$ cat config.mk
export PLATFORM = sky130hd
export DESIGN_NAME = adc_moving_average_monitor_top
export DESIGN_NICKNAME = d
export VERILOG_FILES = /design/src/hw/rtl/amam_pkg.sv /design/src/hw/rtl/amam_math.sv /design/src/hw/rtl/adc_moving_average_monitor_top.sv
export SDC_FILE = /design/constraint.sdc
export NUM_CORES = 2
export LEC_CHECK = 0
export BUFFER_PORTS_ARGS = -buffer_cell sky130_fd_sc_hd__buf_2
export CAP_MARGIN = 20
export CORE_ASPECT_RATIO = 0.5
export CORE_MARGIN = 4
export CORE_UTILIZATION = 40
export DETAILED_ROUTE_END_ITERATION = 7
export PLACE_DENSITY_LB_ADDON = 0.12
export SLEW_MARGIN = 20
export SYNTH_ARGS = -nofsm -noshare
export SYNTH_HDL_FRONTEND = slang
export SYNTH_SLANG_ARGS = --single-unit
$ cat constraint.sdc
create_clock -name clk -period 7.7 [get_ports clk]
set_clock_uncertainty 0.05 [all_clocks]
set_input_delay 0.385 -clock clk [delete_from_list [all_inputs] [get_ports clk]]
set_output_delay 0.385 -clock clk [all_outputs]
set_load 0.02 [all_outputs]
$ cat src/hw/rtl/amam_pkg.sv
`default_nettype none
// ----------------------------------------------------------------------------
// amam_pkg
// Shared widths, register codes, reset values and types for the converter
// moving-average monitor.
// ----------------------------------------------------------------------------
package amam_pkg;

    localparam int SAMPLE_W       = 12;
    localparam int MV_W           = 12;
    localparam int GAIN_W         = 10;
    localparam int MEAS_W         = 23;
    localparam int CFG_ADDR_W     = 2;
    localparam int CFG_DATA_W     = 12;
    localparam int WINDOW_DEFAULT = 200;

    localparam logic [SAMPLE_W-1:0] THRESHOLD_RST = 12'd1638;
    localparam logic [MV_W-1:0]     REFERENCE_RST = 12'd2500;
    localparam logic [GAIN_W-1:0]   GAIN_RST      = 10'd772;
    localparam logic [MV_W-1:0]     OFFSET_RST    = 12'd1286;

    typedef enum logic [CFG_ADDR_W-1:0] {
        CFG_ALARM_THRESHOLD = 2'd0,
        CFG_REFERENCE_MV    = 2'd1,
        CFG_SCALE_GAIN      = 2'd2,
        CFG_OFFSET_MV       = 2'd3
    } cfg_index_t;

    typedef struct packed {
        logic [SAMPLE_W-1:0] alarm_threshold;
        logic [MV_W-1:0]     reference_mv;
        logic [GAIN_W-1:0]   scale_gain;
        logic [MV_W-1:0]     offset_mv;
    } cfg_t;

    typedef struct packed {
        logic                     over_threshold;
        logic signed [MEAS_W-1:0] measured_mv;
        logic [MV_W-1:0]          sensed_mv;
        logic [SAMPLE_W-1:0]      mean_sample;
    } result_t;

endpackage
`default_nettype wire

$ cat src/hw/rtl/amam_math.sv
`default_nettype none
// ----------------------------------------------------------------------------
// amam_math
// Six-stage result pipeline: divides the window sum by the window length
// through a reciprocal multiply with one correction step, converts the mean
// to millivolts, applies offset and gain, and compares against the alarm
// threshold. Each stage holds its item until the next stage can take it.
// ----------------------------------------------------------------------------
module amam_math
    import amam_pkg::*;
#(
    parameter int WINDOW = WINDOW_DEFAULT,
    localparam int SUM_W = $clog2(WINDOW * (2 ** SAMPLE_W - 1) + 1)
)
(
    input  wire logic             clk,
    input  wire logic             rst_n,
    input  wire logic             in_valid,
    output logic                  in_ready,
    input  wire logic [SUM_W-1:0] in_sum,
    input  wire cfg_t             cfg,
    output logic                  out_valid,
    input  wire logic             out_ready,
    output result_t               out_result
);

    localparam int REM_W = $clog2(2 * WINDOW);
    localparam logic [SUM_W-1:0] RECIP = SUM_W'((2 ** SUM_W) / WINDOW);
    localparam logic [SUM_W-1:0] WIN_S = SUM_W'(WINDOW);
    localparam logic [REM_W-1:0] WIN_R = REM_W'(WINDOW);

    logic [6:1] valid_reg;
    logic [6:1] rdy;

    logic [2*SUM_W-1:0]       prod_reg;
    logic [SUM_W-1:0]         sum1_reg;
    logic [SAMPLE_W-1:0]      qest_reg;
    logic [REM_W-1:0]         rem_reg;
    logic [SAMPLE_W-1:0]      mean3_reg;
    logic                     over3_reg;
    logic [2*MV_W-1:0]        mv_prod_reg;
    logic [SAMPLE_W-1:0]      mean4_reg;
    logic                     over4_reg;
    logic signed [MV_W:0]     diff_reg;
    logic [MV_W-1:0]          sensed5_reg;
    logic [SAMPLE_W-1:0]      mean5_reg;
    logic                     over5_reg;
    result_t                  result_reg;

    logic [SAMPLE_W-1:0]      qest_next;
    logic [SUM_W-1:0]         qd;
    logic [SUM_W-1:0]         rem_full;
    logic [SAMPLE_W-1:0]      mean_next;
    logic [MV_W-1:0]          sensed_next;
    logic signed [MV_W:0]     diff_next;
    logic signed [MEAS_W:0]   meas_full;

    assign rdy[6] = !valid_reg[6] || out_ready;
    assign rdy[5] = !valid_reg[5] || rdy[6];
    assign rdy[4] = !valid_reg[4] || rdy[5];
    assign rdy[3] = !valid_reg[3] || rdy[4];
    assign rdy[2] = !valid_reg[2] || rdy[3];
    assign rdy[1] = !valid_reg[1] || rdy[2];

    assign in_ready   = rdy[1];
    assign out_valid  = valid_reg[6];
    assign out_result = result_reg;

    assign qest_next   = prod_reg[SUM_W +: SAMPLE_W];
    assign qd          = SUM_W'(qest_next * WIN_S);
    assign rem_full    = sum1_reg - qd;
    assign mean_next   = qest_reg + SAMPLE_W'(rem_reg >= WIN_R);
    assign sensed_next = mv_prod_reg[2*MV_W-1:MV_W];
    assign diff_next   = $signed({1'b0, sensed_next}) - $signed({1'b0, cfg.offset_mv});
    assign meas_full   = diff_reg * $signed({1'b0, cfg.scale_gain});

    always_ff @(posedge clk or negedge rst_n)
    begin
        if (!rst_n)
        begin
            valid_reg <= '0;
        end
        else
        begin
            if (rdy[1]) valid_reg[1] <= in_valid;
            if (rdy[2]) valid_reg[2] <= valid_reg[1];
            if (rdy[3]) valid_reg[3] <= valid_reg[2];
            if (rdy[4]) valid_reg[4] <= valid_reg[3];
            if (rdy[5]) valid_reg[5] <= valid_reg[4];
            if (rdy[6]) valid_reg[6] <= valid_reg[5];
        end
    end

    always_ff @(posedge clk)
    begin
        if (rdy[1])
        begin
            prod_reg <= in_sum * RECIP;
            sum1_reg <= in_sum;
        end
        if (rdy[2])
        begin
            qest_reg <= qest_next;
            rem_reg  <= rem_full[REM_W-1:0];
        end
        if (rdy[3])
        begin
            mean3_reg <= mean_next;
            over3_reg <= (mean_next >= cfg.alarm_threshold);
        end
        if (rdy[4])
        begin
            mv_prod_reg <= mean3_reg * cfg.reference_mv;
            mean4_reg   <= mean3_reg;
            over4_reg   <= over3_reg;
        end
        if (rdy[5])
        begin
            diff_reg    <= diff_next;
            sensed5_reg <= sensed_next;
            mean5_reg   <= mean4_reg;
            over5_reg   <= over4_reg;
        end
        if (rdy[6])
        begin
            result_reg.mean_sample    <= mean5_reg;
            result_reg.sensed_mv      <= sensed5_reg;
            result_reg.measured_mv    <= meas_full[MEAS_W-1:0];
            result_reg.over_threshold <= over5_reg;
        end
    end

endmodule
`default_nettype wire

$ cat src/hw/rtl/adc_moving_average_monitor_top.sv
`default_nettype none
// ----------------------------------------------------------------------------
// adc_moving_average_monitor_top
// Boxcar moving average over the last WINDOW converter samples with a
// millivolt readout and an over-threshold flag.
//
// Channel  Direction  Data
// s_axis   in         s_tdata[11:0] sample
// m_axis   out        m_tdata mean_sample, sensed_mv, measured_mv, over_threshold
// cfg      in         cfg_addr register index, cfg_wdata value
//
// An item is taken only in the idle state, so a sample waits until the
// last is through: the cycle that takes it reads the ring entry that is
// about to be overwritten, the next writes the new sample and updates the
// running sum. The ring memory is not cleared after reset; its entries are
// read on every item but enter the sum only once every one has been written.
// A stalled output fills the result pipeline and then holds s_tready low.
// ----------------------------------------------------------------------------
module adc_moving_average_monitor_top
    import amam_pkg::*;
#(
    parameter int WINDOW = WINDOW_DEFAULT
)
(
    input  wire logic                  clk,
    input  wire logic                  rst_n,
    input  wire logic                  s_tvalid,
    output logic                       s_tready,
    input  wire logic [15:0]           s_tdata,   // [11:0] sample
    output logic                       m_tvalid,
    input  wire logic                  m_tready,
    output logic [47:0]                m_tdata,   // mean_sample, sensed_mv,
                                                  // measured_mv, over_threshold
    input  wire logic                  cfg_wr_en,
    input  wire logic [CFG_ADDR_W-1:0] cfg_addr,
    input  wire logic [CFG_DATA_W-1:0] cfg_wdata
);

    localparam int SUM_W = $clog2(WINDOW * (2 ** SAMPLE_W - 1) + 1);
    localparam int PTR_W = $clog2(WINDOW);
    localparam logic [PTR_W-1:0] PTR_LAST = PTR_W'(WINDOW - 1);

    typedef enum logic {
        ST_IDLE,
        ST_UPDATE
    } state_t;

    state_t              state_reg;
    logic [PTR_W-1:0]    pos_reg;
    logic [PTR_W-1:0]    pos_next;
    logic                filled_reg;
    logic                filled_next;
    logic [SUM_W-1:0]    sum_reg;
    logic [SUM_W-1:0]    sum_next;
    logic                st0_valid_reg;
    logic [SUM_W-1:0]    st0_sum_reg;
    logic [SAMPLE_W-1:0] sample_reg;
    logic [SAMPLE_W-1:0] rd_data_reg;
    logic [SAMPLE_W-1:0] ring_mem [WINDOW];
    cfg_t                cfg_reg;
    logic                math_ready;
    logic                accept;
    result_t             result;

    assign s_tready = (state_reg == ST_IDLE) && (!st0_valid_reg || math_ready);
    assign accept   = s_tvalid && s_tready;

    assign pos_next    = (pos_reg == PTR_LAST) ? '0 : pos_reg + PTR_W'(1);
    assign filled_next = filled_reg || (pos_reg == PTR_LAST);
    assign sum_next    = sum_reg - (filled_reg ? SUM_W'(rd_data_reg) : '0)
                         + SUM_W'(sample_reg);

    always_ff @(posedge clk or negedge rst_n)
    begin
        if (!rst_n)
        begin
            state_reg     <= ST_IDLE;
            pos_reg       <= '0;
            filled_reg    <= 1'b0;
            sum_reg       <= '0;
            st0_valid_reg <= 1'b0;
        end
        else
        begin
            if (st0_valid_reg && math_ready)
            begin
                st0_valid_reg <= 1'b0;
            end
            unique case (state_reg)
                ST_IDLE:
                begin
                    if (accept)
                    begin
                        state_reg <= ST_UPDATE;
                    end
                end
                ST_UPDATE:
                begin
                    pos_reg       <= pos_next;
                    filled_reg    <= filled_next;
                    sum_reg       <= sum_next;
                    st0_valid_reg <= filled_next;
                    state_reg     <= ST_IDLE;
                end
                default:
                begin
                    state_reg <= ST_IDLE;
                end
            endcase
        end
    end

    always_ff @(posedge clk)
    begin
        if (accept)
        begin
            sample_reg  <= s_tdata[SAMPLE_W-1:0];
            rd_data_reg <= ring_mem[pos_reg];
        end
        if (state_reg == ST_UPDATE)
        begin
            ring_mem[pos_reg] <= sample_reg;
            st0_sum_reg       <= sum_next;
        end
    end

    always_ff @(posedge clk or negedge rst_n)
    begin
        if (!rst_n)
        begin
            cfg_reg.alarm_threshold <= THRESHOLD_RST;
            cfg_reg.reference_mv    <= REFERENCE_RST;
            cfg_reg.scale_gain      <= GAIN_RST;
            cfg_reg.offset_mv       <= OFFSET_RST;
        end
        else if (cfg_wr_en)
        begin
            unique case (cfg_index_t'(cfg_addr))
                CFG_ALARM_THRESHOLD: cfg_reg.alarm_threshold <= cfg_wdata[SAMPLE_W-1:0];
                CFG_REFERENCE_MV:    cfg_reg.reference_mv    <= cfg_wdata[MV_W-1:0];
                CFG_SCALE_GAIN:      cfg_reg.scale_gain      <= cfg_wdata[GAIN_W-1:0];
                CFG_OFFSET_MV:       cfg_reg.offset_mv       <= cfg_wdata[MV_W-1:0];
                default:             cfg_reg                 <= cfg_reg;
            endcase
        end
    end

    amam_math #(
        .WINDOW (WINDOW)
    ) u_math (
        .clk        (clk),
        .rst_n      (rst_n),
        .in_valid   (st0_valid_reg),
        .in_ready   (math_ready),
        .in_sum     (st0_sum_reg),
        .cfg        (cfg_reg),
        .out_valid  (m_tvalid),
        .out_ready  (m_tready),
        .out_result (result)
    );

    assign m_tdata = {result.over_threshold, result.measured_mv,
                      result.sensed_mv, result.mean_sample};

endmodule
`default_nettype wire

==> impl_metrics.env <==
export IMPL_status="complete, no violations"
export IMPL_end_kind="flop"
export IMPL_clock_root_buffer="clkbuf_16"
export IMPL_drive_gt1_frac=0.235
export IMPL_finalSetupTns_ps=0
export IMPL_via_per_inst=5.48
export IMPL_wl_per_cell_um=28.5
export IMPL_ys_types=70
export IMPL_boundaryPins=85
export IMPL_row_count=140
export IMPL_place_hpwl_um=188000
export IMPL_timing_final_crit_period_ps=6080
export IMPL_synth_area_leaders="edfxtp_1 (67%), mux4_2 (14%), fa_1 (5.3%)"
export IMPL_clock_path_buffers=4
export IMPL_final_common_cell="edfxtp_1"
export IMPL_grt_pass1_vias=60204
export IMPL_fmax_ghz=0.164
export IMPL_cp_start_kind="flop"
export IMPL_ant_nets=0
export IMPL_synth_edf_count=2604
export IMPL_overflow=0
export IMPL_cp_data_required_time_ps=8210
export IMPL_initial_core_util=0.402
export IMPL_core_area_um2=291000
export IMPL_hold_violations=0
export IMPL_rsz0062_at_grt="false"
export IMPL_first_pass_iters=6
export IMPL_grt_use_total=0.197
export IMPL_seq_area_frac_synth=0.686
export IMPL_fin_nets=7027
export IMPL_min_period_over_period=0.790
export IMPL_async_flop_share=0.0309
export IMPL_worstMarginPinSlew_ps=1290
export IMPL_avgSynthCellArea_um2=19.2
export IMPL_yosysTopAreaCell="edfxtp_1"
export IMPL_synthCells=6093
export IMPL_clock_sinks=2687
export IMPL_yosys_warnings=0
export IMPL_path_max_fanout=5
export IMPL_antenna_found_initial=21
export IMPL_max_cap_violations=0
export IMPL_drcViolationCount=0
export IMPL_drt_iter0_drc=5700
export IMPL_vias=57600
export IMPL_synth_fp_nets=6718
export IMPL_worst_setup_path_type="reg -> reg"
export IMPL_layout_common_cells="edfxtp_1 (2,604), mux4_2 (723), inv_1 (464), fa_1 (311), ha_1 (279)"
export IMPL_die_y_um=391
export IMPL_area_growth_pct=12.1
export IMPL_hp_class="in -> reg"
export IMPL_netlist_area_um2=117000
export IMPL_h_tree_depth=4
export IMPL_arrival_ps=6600
export IMPL_final_max_slew_viol_count=0
export IMPL_synth_top_area_frac=0.668
export IMPL_cts_inserted_buffers=245
export IMPL_clkLatencyLatePin_ps=930
export IMPL_largest_reg_flops=2400
export IMPL_gp_congestion=0.806
export IMPL_postCtsSetupBuffers=0
export IMPL_fp_dieW_um=773
export IMPL_fin_util=0.451
export IMPL_grt_max_degree=202
export IMPL_ys_dominant_reg_cell="edfxtp_1"
export IMPL_grt_pass1_wl_um=434000
export IMPL_clkTransAtPathRegs_ps=60
export IMPL_finalSetupViolations=0
export IMPL_ys_ff_latch=2687
export IMPL_wl_um=299000
export IMPL_relSlewSlack=0.137
export IMPL_tritoncts="yes"
export IMPL_die_area_um2=302000
export IMPL_portBuffers=80
## cells by family (layout without fill, tap and decap cells)
group	Yosys count	count (layout)	share of synthesized area
multiplexers	820	820	0.148
flip-flops	2687	2687	0.686
adder cells (fa/ha/maj)	590	590	0.0830
XOR/XNOR	96	96	0.00718
buffers and inverters	752	1261	0.0269
AND/OR/NAND/NOR	861	861	0.0338
other	0	3	0
AO/OA/AOI/OAI	287	287	0.0156
## what timing repair did
item                                   in CTS  in global routing
endpoints found under the hold margin      88                  0
hold buffers                               32                  0
resized for setup                           0                  0
## through the flow
stage          instance area (um2)  cells  setup slack, ps  hold slack, ps
2_1_floorplan               117000   6093             1970            39.4
3_3_place_gp                123000  10020             1570             330
3_5_place_dp                123000  10025             1580             335
4_1_cts                     131000  10504             1550           0.954
5_1_grt                     131000  10508             1250            77.4
6_report                    131000  10510             1620            73.4
## metal layers
layer | vias to the layer above | wire length, um | GRT usage
li1 | 24274 | - | -
met1 | 31154 | 129000 | 0.278
met2 | 1775 | 143000 | 0.321
met3 | 393 | 20400 | 0.0383
met4 | 4 | 6980 | 0.0459
met5 | - | 196 | 0
## worst max-delay path, stage by stage, from the launching register on
cell	delay, ps
edfxtp_1	580
inv_1	160
fa_1	570
inv_1	50
ha_1	200
fa_1	540
inv_1	60
fa_1	540
inv_1	50
fa_1	440
ha_1	300
a211oi_1	220
and4_1	260
a22oi_1	100
a221oi_1	620
a21oi_1	210
o21a_1	240
o21ai_0	290
a21boi_0	180
xor2_1	170
## Yosys cell counts, drive strengths merged, types with 41 or more instances
cell type	n
xnor2	76
mux4	723
nor2	261
dfrtp	65
buf	135
edfxtp	2604
clkbuf	151
and2	136
fa	311
nand3	43
inv	465
nand2	284
mux2	41
a21oi	72
mux2i	56
ha	279
o21ai	78
## final timing paths
check	slack (ps)	to	startpoint	depth (start not counted)
min	70	cfg_reg[39]	cfg_addr[1]	5
max reg2reg	1620	u_math.prod_reg[30]	st0_sum_reg[4]	19
min reg2reg	370	u_math.qest_reg[7]	u_math.prod_reg[27]	0
max	1620	u_math.prod_reg[30]	st0_sum_reg[4]	19
max in group asynchronous	5770	pos_reg[1]	rst_n	4
min in group asynchronous	490	cfg_reg[5]	rst_n	3
## layout make-up
type,instances,area [um2]
well taps,3905,4890
multi-input cells,2654,33900
diodes,3,7.51
clock buffers,284,6400
clock inverters,163,1260
fillers,24777,160000
repair buffers,348,2780
inverters,466,1750
flip-flops and latches,2687,80300
Power is left out: the tool's default activity adds up to more than one toggle a clock period on the data nets, which glitch-free logic cannot reach.
